$ cat src/hw/rtl/ospl_pkg.sv
// ----------------------------------------------------------------------------
// ospl_pkg
// Shared types, codes and constants of the operator scan list parser.
// ----------------------------------------------------------------------------
package ospl_pkg;

	// name buffer lengths of the destination list, positions go up to LEN-2
	localparam int LONG_NAME_LEN  = 20;
	localparam int SHORT_NAME_LEN = 20;

	localparam logic [5:0] LONG_POS_LIMIT  = 6'(LONG_NAME_LEN - 1);
	localparam logic [5:0] SHORT_POS_LIMIT = 6'(SHORT_NAME_LEN - 1);

	localparam logic [7:0] CAPACITY_RESET = 8'd16;

	// operation codes
	localparam logic OP_PARSE   = 1'b0;
	localparam logic OP_RESTART = 1'b1;

	// event codes
	localparam logic [2:0] EV_STATUS     = 3'd0;
	localparam logic [2:0] EV_LONG_CHAR  = 3'd1;
	localparam logic [2:0] EV_SHORT_CHAR = 3'd2;
	localparam logic [2:0] EV_NUMBER     = 3'd3;
	localparam logic [2:0] EV_CLOSE      = 3'd4;

	// term codes inside a bracket
	localparam logic [1:0] TERM_STATUS = 2'd0;
	localparam logic [1:0] TERM_LONG   = 2'd1;
	localparam logic [1:0] TERM_SHORT  = 2'd2;
	localparam logic [1:0] TERM_NUMBER = 2'd3;

	// characters
	localparam logic [7:0] CH_NUL    = 8'h00;
	localparam logic [7:0] CH_SPACE  = 8'h20;
	localparam logic [7:0] CH_COMMA  = 8'h2c;
	localparam logic [7:0] CH_LPAREN = 8'h28;
	localparam logic [7:0] CH_RPAREN = 8'h29;
	localparam logic [7:0] CH_QUOTE  = 8'h22;
	localparam logic [7:0] CH_ZERO   = 8'h30;

	typedef struct packed {
		logic       operation;
		logic [7:0] byte_value;
	} ospl_req_t;

	typedef struct packed {
		logic [2:0]  event_res;
		logic [7:0]  entry_index;
		logic [5:0]  char_pos;
		logic [7:0]  char_value;
		logic [31:0] acc_value;
		logic [7:0]  entry_count;
	} ospl_rsp_t;

endpackage

$ cat src/hw/rtl/operator_scan_list_parser.sv
// ----------------------------------------------------------------------------
// operator_scan_list_parser
// Byte-wise parser of an operator scan reply made of (stat,"long","short",num)
// groups, giving one event word per byte at most.
// ----------------------------------------------------------------------------
// Usage: feed the reply one byte per request word; each word gives zero or one
// event word. A request is registered in the input register and parsed there,
// where the parser state and the event register update together, so a new
// byte can be taken every cycle unless the request side stalls: sustained
// rate one byte per clock. The parse step is a small compare tree plus two
// multiply-by-ten adds, 8-bit for status, 32-bit for number. The request side
// stalls only while the event register holds a word that is not yet taken
// and the byte in the input register would give another one. A restart word
// clears all parser state and the entry index but keeps list_capacity.
// list_capacity must be written only while the block is idle.
module operator_scan_list_parser (
	input  logic              clk,
	input  logic              arst_n,
	input  logic              req_valid,
	output logic              req_stall,
	input  ospl_pkg::ospl_req_t req_word,
	output logic              rsp_valid,
	input  logic              rsp_stall,
	output ospl_pkg::ospl_rsp_t rsp_word,
	input  logic              cfg_we,
	input  logic [7:0]        cfg_data
);
	import ospl_pkg::*;

	// input register
	logic      req_valid_s1;
	ospl_req_t req_s1;

	// parser state
	logic        bracket_open_q;
	logic        list_ended_q;
	logic [1:0]  term_q;
	logic [5:0]  name_pos_q;
	logic [7:0]  prev_byte_q;
	logic [7:0]  entry_q;
	logic [7:0]  status_acc_q;
	logic [31:0] number_acc_q;
	logic [7:0]  capacity_q;

	// next state and event from the parse step
	logic        bracket_open_d;
	logic        list_ended_d;
	logic [1:0]  term_d;
	logic [5:0]  name_pos_d;
	logic [7:0]  prev_byte_d;
	logic [7:0]  entry_d;
	logic [7:0]  status_acc_d;
	logic [31:0] number_acc_d;
	logic        has_event;
	ospl_rsp_t   event_word;

	logic [7:0]  ch;
	logic [7:0]  status_next;
	logic [31:0] number_next;
	logic        ended_now;
	logic        step_adv;
	logic        rsp_free;

	assign ch = req_s1.byte_value;

	// 10*acc + (ch - '0'), wrapping at the accumulator width
	assign status_next = {status_acc_q[4:0], 3'b000} + {status_acc_q[6:0], 1'b0}
		+ ch - CH_ZERO;
	assign number_next = {number_acc_q[28:0], 3'b000} + {number_acc_q[30:0], 1'b0}
		+ {24'd0, ch} - {24'd0, CH_ZERO};

	// event register can take a word this cycle
	assign rsp_free = !rsp_valid || !rsp_stall;
	// byte in the input register is parsed this cycle
	assign step_adv = req_valid_s1 && (rsp_free || !has_event);
	assign req_stall = req_valid_s1 && !step_adv;

	always_comb begin
		bracket_open_d = bracket_open_q;
		list_ended_d   = list_ended_q;
		term_d         = term_q;
		name_pos_d     = name_pos_q;
		prev_byte_d    = prev_byte_q;
		entry_d        = entry_q;
		status_acc_d   = status_acc_q;
		number_acc_d   = number_acc_q;
		has_event      = 1'b0;
		event_word     = '0;
		event_word.entry_index = entry_q;
		ended_now      = list_ended_q;

		if (req_s1.operation == OP_RESTART) begin
			// full clear, capacity kept
			bracket_open_d = 1'b0;
			list_ended_d   = 1'b0;
			term_d         = TERM_STATUS;
			name_pos_d     = '0;
			prev_byte_d    = CH_NUL;
			entry_d        = '0;
			status_acc_d   = '0;
			number_acc_d   = '0;
		end else if (!(prev_byte_q == CH_NUL && ch == CH_SPACE)) begin
			// a leading comma ends the list before anything else
			if (prev_byte_q == CH_NUL && ch == CH_COMMA) begin
				list_ended_d = 1'b1;
				ended_now    = 1'b1;
			end
			if (!ended_now && entry_q < capacity_q) begin
				prev_byte_d = ch;
				if (bracket_open_q) begin
					if (ch == CH_RPAREN) begin
						has_event              = 1'b1;
						event_word.event_res   = EV_CLOSE;
						event_word.entry_count = entry_q + 8'd1;
						bracket_open_d         = 1'b0;
						term_d                 = TERM_STATUS;
						name_pos_d             = '0;
						status_acc_d           = '0;
						number_acc_d           = '0;
						entry_d                = entry_q + 8'd1;
					end else if (ch == CH_COMMA) begin
						term_d     = term_q + 2'd1;
						name_pos_d = '0;
					end else if (ch != CH_QUOTE) begin
						case (term_q)
							TERM_STATUS: begin
								has_event            = 1'b1;
								event_word.event_res = EV_STATUS;
								event_word.acc_value = {24'd0, status_next};
								status_acc_d         = status_next;
							end
							TERM_LONG: begin
								if (name_pos_q < LONG_POS_LIMIT) begin
									has_event             = 1'b1;
									event_word.event_res  = EV_LONG_CHAR;
									event_word.char_pos   = name_pos_q;
									event_word.char_value = ch;
									name_pos_d            = name_pos_q + 6'd1;
								end
							end
							TERM_SHORT: begin
								if (name_pos_q < SHORT_POS_LIMIT) begin
									has_event             = 1'b1;
									event_word.event_res  = EV_SHORT_CHAR;
									event_word.char_pos   = name_pos_q;
									event_word.char_value = ch;
									name_pos_d            = name_pos_q + 6'd1;
								end
							end
							default: begin
								has_event            = 1'b1;
								event_word.event_res = EV_NUMBER;
								event_word.acc_value = number_next;
								number_acc_d         = number_next;
							end
						endcase
					end
				end else begin
					// outside brackets: open a group, or a double comma ends the list
					if (ch == CH_LPAREN) begin
						bracket_open_d = 1'b1;
					end else if (ch == CH_COMMA && prev_byte_q == CH_COMMA) begin
						list_ended_d = 1'b1;
					end
				end
			end
		end
	end

	// input register
	always_ff @(posedge clk or negedge arst_n) begin
		if (!arst_n) begin
			req_valid_s1 <= 1'b0;
		end else if (!req_stall) begin
			req_valid_s1 <= req_valid;
		end
	end

	always_ff @(posedge clk) begin
		if (req_valid && !req_stall) begin
			req_s1 <= req_word;
		end
	end

	// parser state and list capacity
	always_ff @(posedge clk or negedge arst_n) begin
		if (!arst_n) begin
			bracket_open_q <= 1'b0;
			list_ended_q   <= 1'b0;
			term_q         <= TERM_STATUS;
			name_pos_q     <= '0;
			prev_byte_q    <= CH_NUL;
			entry_q        <= '0;
			status_acc_q   <= '0;
			number_acc_q   <= '0;
			capacity_q     <= CAPACITY_RESET;
		end else begin
			if (step_adv) begin
				bracket_open_q <= bracket_open_d;
				list_ended_q   <= list_ended_d;
				term_q         <= term_d;
				name_pos_q     <= name_pos_d;
				prev_byte_q    <= prev_byte_d;
				entry_q        <= entry_d;
				status_acc_q   <= status_acc_d;
				number_acc_q   <= number_acc_d;
			end
			if (cfg_we) begin
				capacity_q <= cfg_data;
			end
		end
	end

	// event register
	always_ff @(posedge clk or negedge arst_n) begin
		if (!arst_n) begin
			rsp_valid <= 1'b0;
		end else if (step_adv && has_event) begin
			rsp_valid <= 1'b1;
		end else if (!rsp_stall) begin
			rsp_valid <= 1'b0;
		end
	end

	always_ff @(posedge clk) begin
		if (step_adv && has_event) begin
			rsp_word <= event_word;
		end
	end

endmodule

$ cat config.mk
export PLATFORM = sky130hd
export DESIGN_NAME = operator_scan_list_parser
export DESIGN_NICKNAME = d
export VERILOG_FILES = /design/src/hw/rtl/ospl_pkg.sv /design/src/hw/rtl/operator_scan_list_parser.sv
export SDC_FILE = /design/constraint.sdc
export NUM_CORES = 1
export LEC_CHECK = 0
export ABC_AREA = 1
export BUFFER_PORTS_ARGS = -buffer_cell sky130_fd_sc_hd__buf_2
export CAP_MARGIN = 20
export CORE_MARGIN = 2
export CORE_UTILIZATION = 40
export DETAILED_ROUTE_END_ITERATION = 7
export PLACE_DENSITY = 0.67
export SYNTH_ARGS = -nofsm -noshare
export SYNTH_HDL_FRONTEND = slang
export SYNTH_SLANG_ARGS = --single-unit
$ cat constraint.sdc
create_clock -name clk -period 5.27 [get_ports clk]
set_clock_uncertainty 0.05 [all_clocks]
set_input_delay 1.054 -clock clk [delete_from_list [all_inputs] [get_ports clk]]
set_output_delay 1.054 -clock clk [all_outputs]
set_load 0.02 [all_outputs]
---- Word level (Yosys, flattened, before mapping) ----
Cells that the tools add are included.
W data, S select, Z words.
cells by class
  add/sub/neg operators ................... 9
  magnitude comparators ................... 2
  eq/ne operators ......................... 12
  muxes and demuxes ....................... 72
  bitwise logic cells ..................... 6
  reduce and logical (&&, ||, !) cells .... 40
operators by type and width
  operator                 number
  $mux W31                 8
  $mux W8                  8
  $pmux W32 S2             1
  $mux W7                  8
  $mux W6                  9
  $eq A8 B6 Y1 const B     5
  $add A32 B32 Y32         1
  $add A32 B8 Y32          1
  $sub A32 B6 Y32 const B  1
  $mux W1                  27
  $reduce_and A7 Y1        3
  $mux W2                  9
  $add A8 B8 Y8            2
  $reduce_bool A4 Y1       3
  $reduce_and A5 Y1        2
  $reduce_bool A3 Y1       3
  $reduce_or A9 Y1         1
  $add A8 B1 Y8 const B    1
  $logic_and A1 B1 Y1      8
  $logic_not A8 Y1         1
  $lt A8 B8 Y1             1
  $ne A8 B6 Y1 const B     1
  $sub A8 B6 Y8 const B    1
  $reduce_or A7 Y1         1
  22 further kinds         35
word-level totals
  register bits ........................... 148
  output and inout bits ................... 67
  logic and storage cells ................. 161

---- Logic depth before layout (Yosys ltp) ----
  depth after elaboration ................. 17
  gate-level depth with buffers ........... 19
  depth with buffers taken out ............ 19

---- Worst setup path after synthesis ----
Ideal clock, no wire load.
  kind .................................... in2reg
  from .................................... in rsp_stall
  to ...................................... reg rsp_word[0] (netlist bit) (enable)
  data arrival time ....................... 2.825 ns
  data required time ...................... 4.801 ns
  setup slack ............................. 1.976 ns
  stages .................................. 7
  cell sequence ........................... nand2_1 inv_1 nand4_4 nand2_1 inv_2 nand3_1 inv_1
on the way
  cells in the longest elaborated chain, start to end .. 5
ends and longest elaborated chain
  item                    RTL line                          RTL
  start: declaration      operator_scan_list_parser.sv:23   input logic rsp_stall,
  $logic_not A1 Y1        --
  $logic_or A1 B1 Y1      operator_scan_list_parser.sv:73   assign rsp_free = !rsp_valid || !rsp_stall;
  $logic_or A1 B1 Y1      operator_scan_list_parser.sv:75   assign step_adv = req_valid_s1 && (rsp_free || !has_event);
  $logic_and A1 B1 Y1     operator_scan_list_parser.sv:75
  $logic_and A1 B1 Y1     operator_scan_list_parser.sv:226  if (step_adv && has_event) begin
  end signal: assignment  operator_scan_list_parser.sv:227  rsp_word <= event_word;
  end: declaration        operator_scan_list_parser.sv:24   output ospl_pkg::ospl_rsp_t rsp_word,
Every way passes these cells.
A chain may end at the register's enable or synchronous reset.

---- Worst setup path after layout ----
  from .................................... reg req_s1, in the netlist ch[4]
  to ...................................... out req_stall
on the way
  cells in the longest elaborated chain, start to end .. 15
  elaborated cells between the ends (all ways) .. 23
ends and longest elaborated chain
  item                      RTL line                                                            RTL
  start: declaration        operator_scan_list_parser.sv:32                                     ospl_req_t req_s1;
  start signal: assignment  operator_scan_list_parser.sv:181                                    req_s1 <= req_word;
  $eq A8 B6 Y1              operator_scan_list_parser.sv:104, operator_scan_list_parser.sv:121
  $logic_and A1 B1 Y1       operator_scan_list_parser.sv:104                                    if (prev_byte_q == CH_NUL && ch == CH_COMMA) begin
  $mux W1                   operator_scan_list_parser.sv:104
  $mux W1                   operator_scan_list_parser.sv:102                                    end else if (!(prev_byte_q == CH_NUL && ch == CH_SPACE)) begin
  $mux W1                   operator_scan_list_parser.sv:92                                     if (req_s1.operation == OP_RESTART) begin
  $logic_not A1 Y1          operator_scan_list_parser.sv:108                                    if (!ended_now && entry_q < capacity_q) begin
  $logic_and A1 B1 Y1       operator_scan_list_parser.sv:108
  $mux W1                   operator_scan_list_parser.sv:108
  $mux W1 *                 operator_scan_list_parser.sv:102
  $mux W1 *                 operator_scan_list_parser.sv:92
  $logic_not A1 Y1 *        operator_scan_list_parser.sv:75
  $logic_or A1 B1 Y1 *      operator_scan_list_parser.sv:75
  $logic_and A1 B1 Y1 *     operator_scan_list_parser.sv:75
  $logic_not A1 Y1 *        operator_scan_list_parser.sv:76                                     assign req_stall = req_valid_s1 && !step_adv;
  $logic_and A1 B1 Y1 *     operator_scan_list_parser.sv:76
  end: declaration          operator_scan_list_parser.sv:20                                     output logic req_stall,
Mark *: on every way between the ends. The rest lies on a longest branch, timed or not. The select of a mux whose other input is x is not followed.

==> key figures <==
Run status
  • Outcome: finished clean

Routing
  • Starting DRC count in detailed routing: 708
  • WL final: 24700 µm
  • Via Count: 8360
  • Drt via density: 4.93
  • Drt wl/cell: 14.6 µm
  • Pre-Repair DR Iteration Count: 5
  • DR DRC count: 0
  • ANT nets after route: 0

Synth
  • Synth Warn #: 0
  • Post-synthesis sequential area ratio: 0.406
  • Area share of the largest cell type after synthesis: 0.221
  • Yosys top cell by area: edfxtp_1
  • Mapped cell area: 10000 µm²
  • Most used DFF post-synth: edfxtp_1
  • Synth area leaders: edfxtp_1, dfrtp_1, nand2_1, ha_1, inv_1
  • Post-synthesis cell count: 1272
  • FF+latch count, synth: 148
  • Synth cell types: 46
  • Synth Net Count: 1411
  • Async set or reset register ratio after synthesis: 0.500
  • Post-synth EDFFs: 74
  • Syn Area/Cell: 7.89 µm²

Global route
  • First-pass GRT wire length: 40600 µm
  • Gr ovfl total: 0
  • Vias in the first global route: 8017
  • Initial antenna violation count: 0
  • Gr usage total: 0.195
  • Largest net degree at the start of global routing: 46

Placement
  • DP Wirelength: 18700 µm
  • Routability congestion estimate: 0.936
  • IO Port Bufs: 88

Floorplanning
  • Die Wd: 162 µm
  • Die area: 26400 µm²
  • Initial Util: 0.410
  • Number of core rows: 57
  • Top Ports: 89
  • Die height: 162 µm
  • Core ar.: 24500 µm²

Layout
  • Commonest non-fill, non-tap cell in the layout: nand2_1
  • P&R area growth vs syn: 13.4%
  • Ant diodes: 0
  • Multi-input logic area: 4990 µm²
  • Commonest non-fill, non-tap cells in the layout: nand2_1, inv_1, nor2_1
  • Post-layout net count: 1498
  • FF/Latch Area: 4080 µm²
  • Layout cells sized above 1: 0.111
  • Filler cell count: 2403

Setup path
  • Critical path data required time: 4170 ps
  • Worst setup SP type: flip-flop
  • CP endpoint kind: output port
  • Arr. time, crit path: 2640 ps
  • WS Path Type: reg2out
  • Worst-path maximum fanout: 18
  • R2R depth: 10

STA
  • Final Hold Vio Count: 0
  • Setup TNS: 0 ps
  • Worst Tran Pin Value: 986 ps
  • Peak Freq: 0.267 GHz
  • RSZ-0062 raised after global routing: false
  • Endpoints failing setup: 0
  • Fin crit share: 0.710
  • Pins Over Slew Limit: 0
  • Slew HR: 0.341
  • Tmin final: 3740 ps

Clocking
  • TritonCTS Buffers: 17
  • Hold Buf Count CTS: 0
  • Root buf cell: clkbuf_16
  • Sinks on the clock net: 148
  • Skew-Pair Late Insertion Delay: 440 ps
  • CTS tree: built
  • Clock Tree Buf Depth: 2
  • Reg clk slew, reported paths: 70 ps
  • # resized after CTS: 0
  • # H-tree levels: 4
  • # Post-CTS Setup Buffers: 0

Flow run
  • Max cap viols: 0

Hold path
  • Hold Path Cell Cnt: 2
  • Hold Path Class: reg2reg
flip-flops by register name, summed over array words and instances (netlist names):
| name | flops |
|---|---|
| status_acc_q | 7 |
| capacity_q | 8 |
| term_q | 2 |
| entry_q | 8 |
| prev_byte_q | 8 |
| req_valid_s1 | 1 |
| name_pos_q | 6 |
| rsp_word | 65 |
| number_acc_q | 31 |
| rsp_valid | 1 |
| req_s1 | 1 |
| bracket_open_q | 1 |
| list_ended_q | 1 |
| ch | 8 |
metrics by stage:
stage | setup slack [ps] | hold WS, ps | util | std cells | cell area (µm²)
floorplan | 1980 | 386 | - | 1272 | 10000
global placement | 1790 | 402 | 0.441 | 1664 | 10800
detailed placement | 1720 | 415 | 0.441 | 1664 | 10800
CTS | 1530 | 433 | 0.465 | 1696 | 11400
global route | 1250 | 445 | 0.465 | 1696 | 11400
finish | 1530 | 430 | 0.465 | 1696 | 11400
critical path, stage by stage (launching register included):
cell and delay [ps]:
edfxtp_1 540, nor2_2 210, nand2_4 100, nor2_4 470
inv_4 220, nand2_2 170, nand4_1 200, inv_1 100
buf_2 160
final timing paths:
kind	to	slack (ps)	from
min in group asynchronous	capacity_q[0]	680	arst_n
worst min-delay path	number_acc_q[15]	430	number_acc_q[15]
max in group asynchronous	status_acc_q[2]	3400	arst_n
worst max register to register	rsp_word[12]	1630	ch[2]
worst max-delay path	req_stall	1530	ch[4]
worst min register to register	number_acc_q[15]	430	number_acc_q[15]
kinds of logic (layout without fill, tap and decap cells):
group                      after synthesis  after routing  share of synthesized area
and+or+nand+nor                        637            637                      0.267
AOI/OAI and AO/OA                       91             91                     0.0495
buffers and inverters                  248            348                     0.0965
muxes                                    1              1                    0.00112
adders and majority gates              117            117                      0.154
other                                    1              1                   0.000374
xor gates and xnor gates                29             29                     0.0253
DFF                                    148            148                      0.406
final cells by class:
type                       count  share of cell area
clock buffer                  17              0.0374
clock inverter                15              0.0144
inverter                     224              0.0741
multi-input combinational    876               0.439
sequential                   148               0.358
tap                          324              0.0356
timing repair buffer          92              0.0414
routing by layer:
metal | track usage | up-vias | routed length [µm]
met4 | 0.0636 | 0 | 631
met3 | 0.0280 | 47 | 1210
met2 | 0.311 | 239 | 11100
met5 | 0 | - | 0
li1 | - | 4207 | -
met1 | 0.275 | 3867 | 11800
synthesized netlist by cell type (4+ instances only):
| master | number |
|---|---|
| buf_2 | 9 |
| nand2_2 | 5 |
| o21bai_1 | 5 |
| a21oi_1 | 37 |
| inv_2 | 4 |
| xor2_1 | 17 |
| clkbuf_1 | 9 |
| inv_1 | 219 |
| o21ai_0 | 38 |
| fa_1 | 11 |
| ha_1 | 106 |
| nand3_1 | 62 |
| nor2_4 | 6 |
| nor3_1 | 19 |
| nor2_1 | 142 |
| dfrtp_1 | 73 |
| nand3b_1 | 6 |
| nand2_1 | 367 |
| xnor2_1 | 12 |
| nand4_1 | 17 |
| edfxtp_1 | 74 |
Power is left out: the tool's default activity adds up to more than one toggle a clock period on the data nets, which glitch-free logic cannot reach.
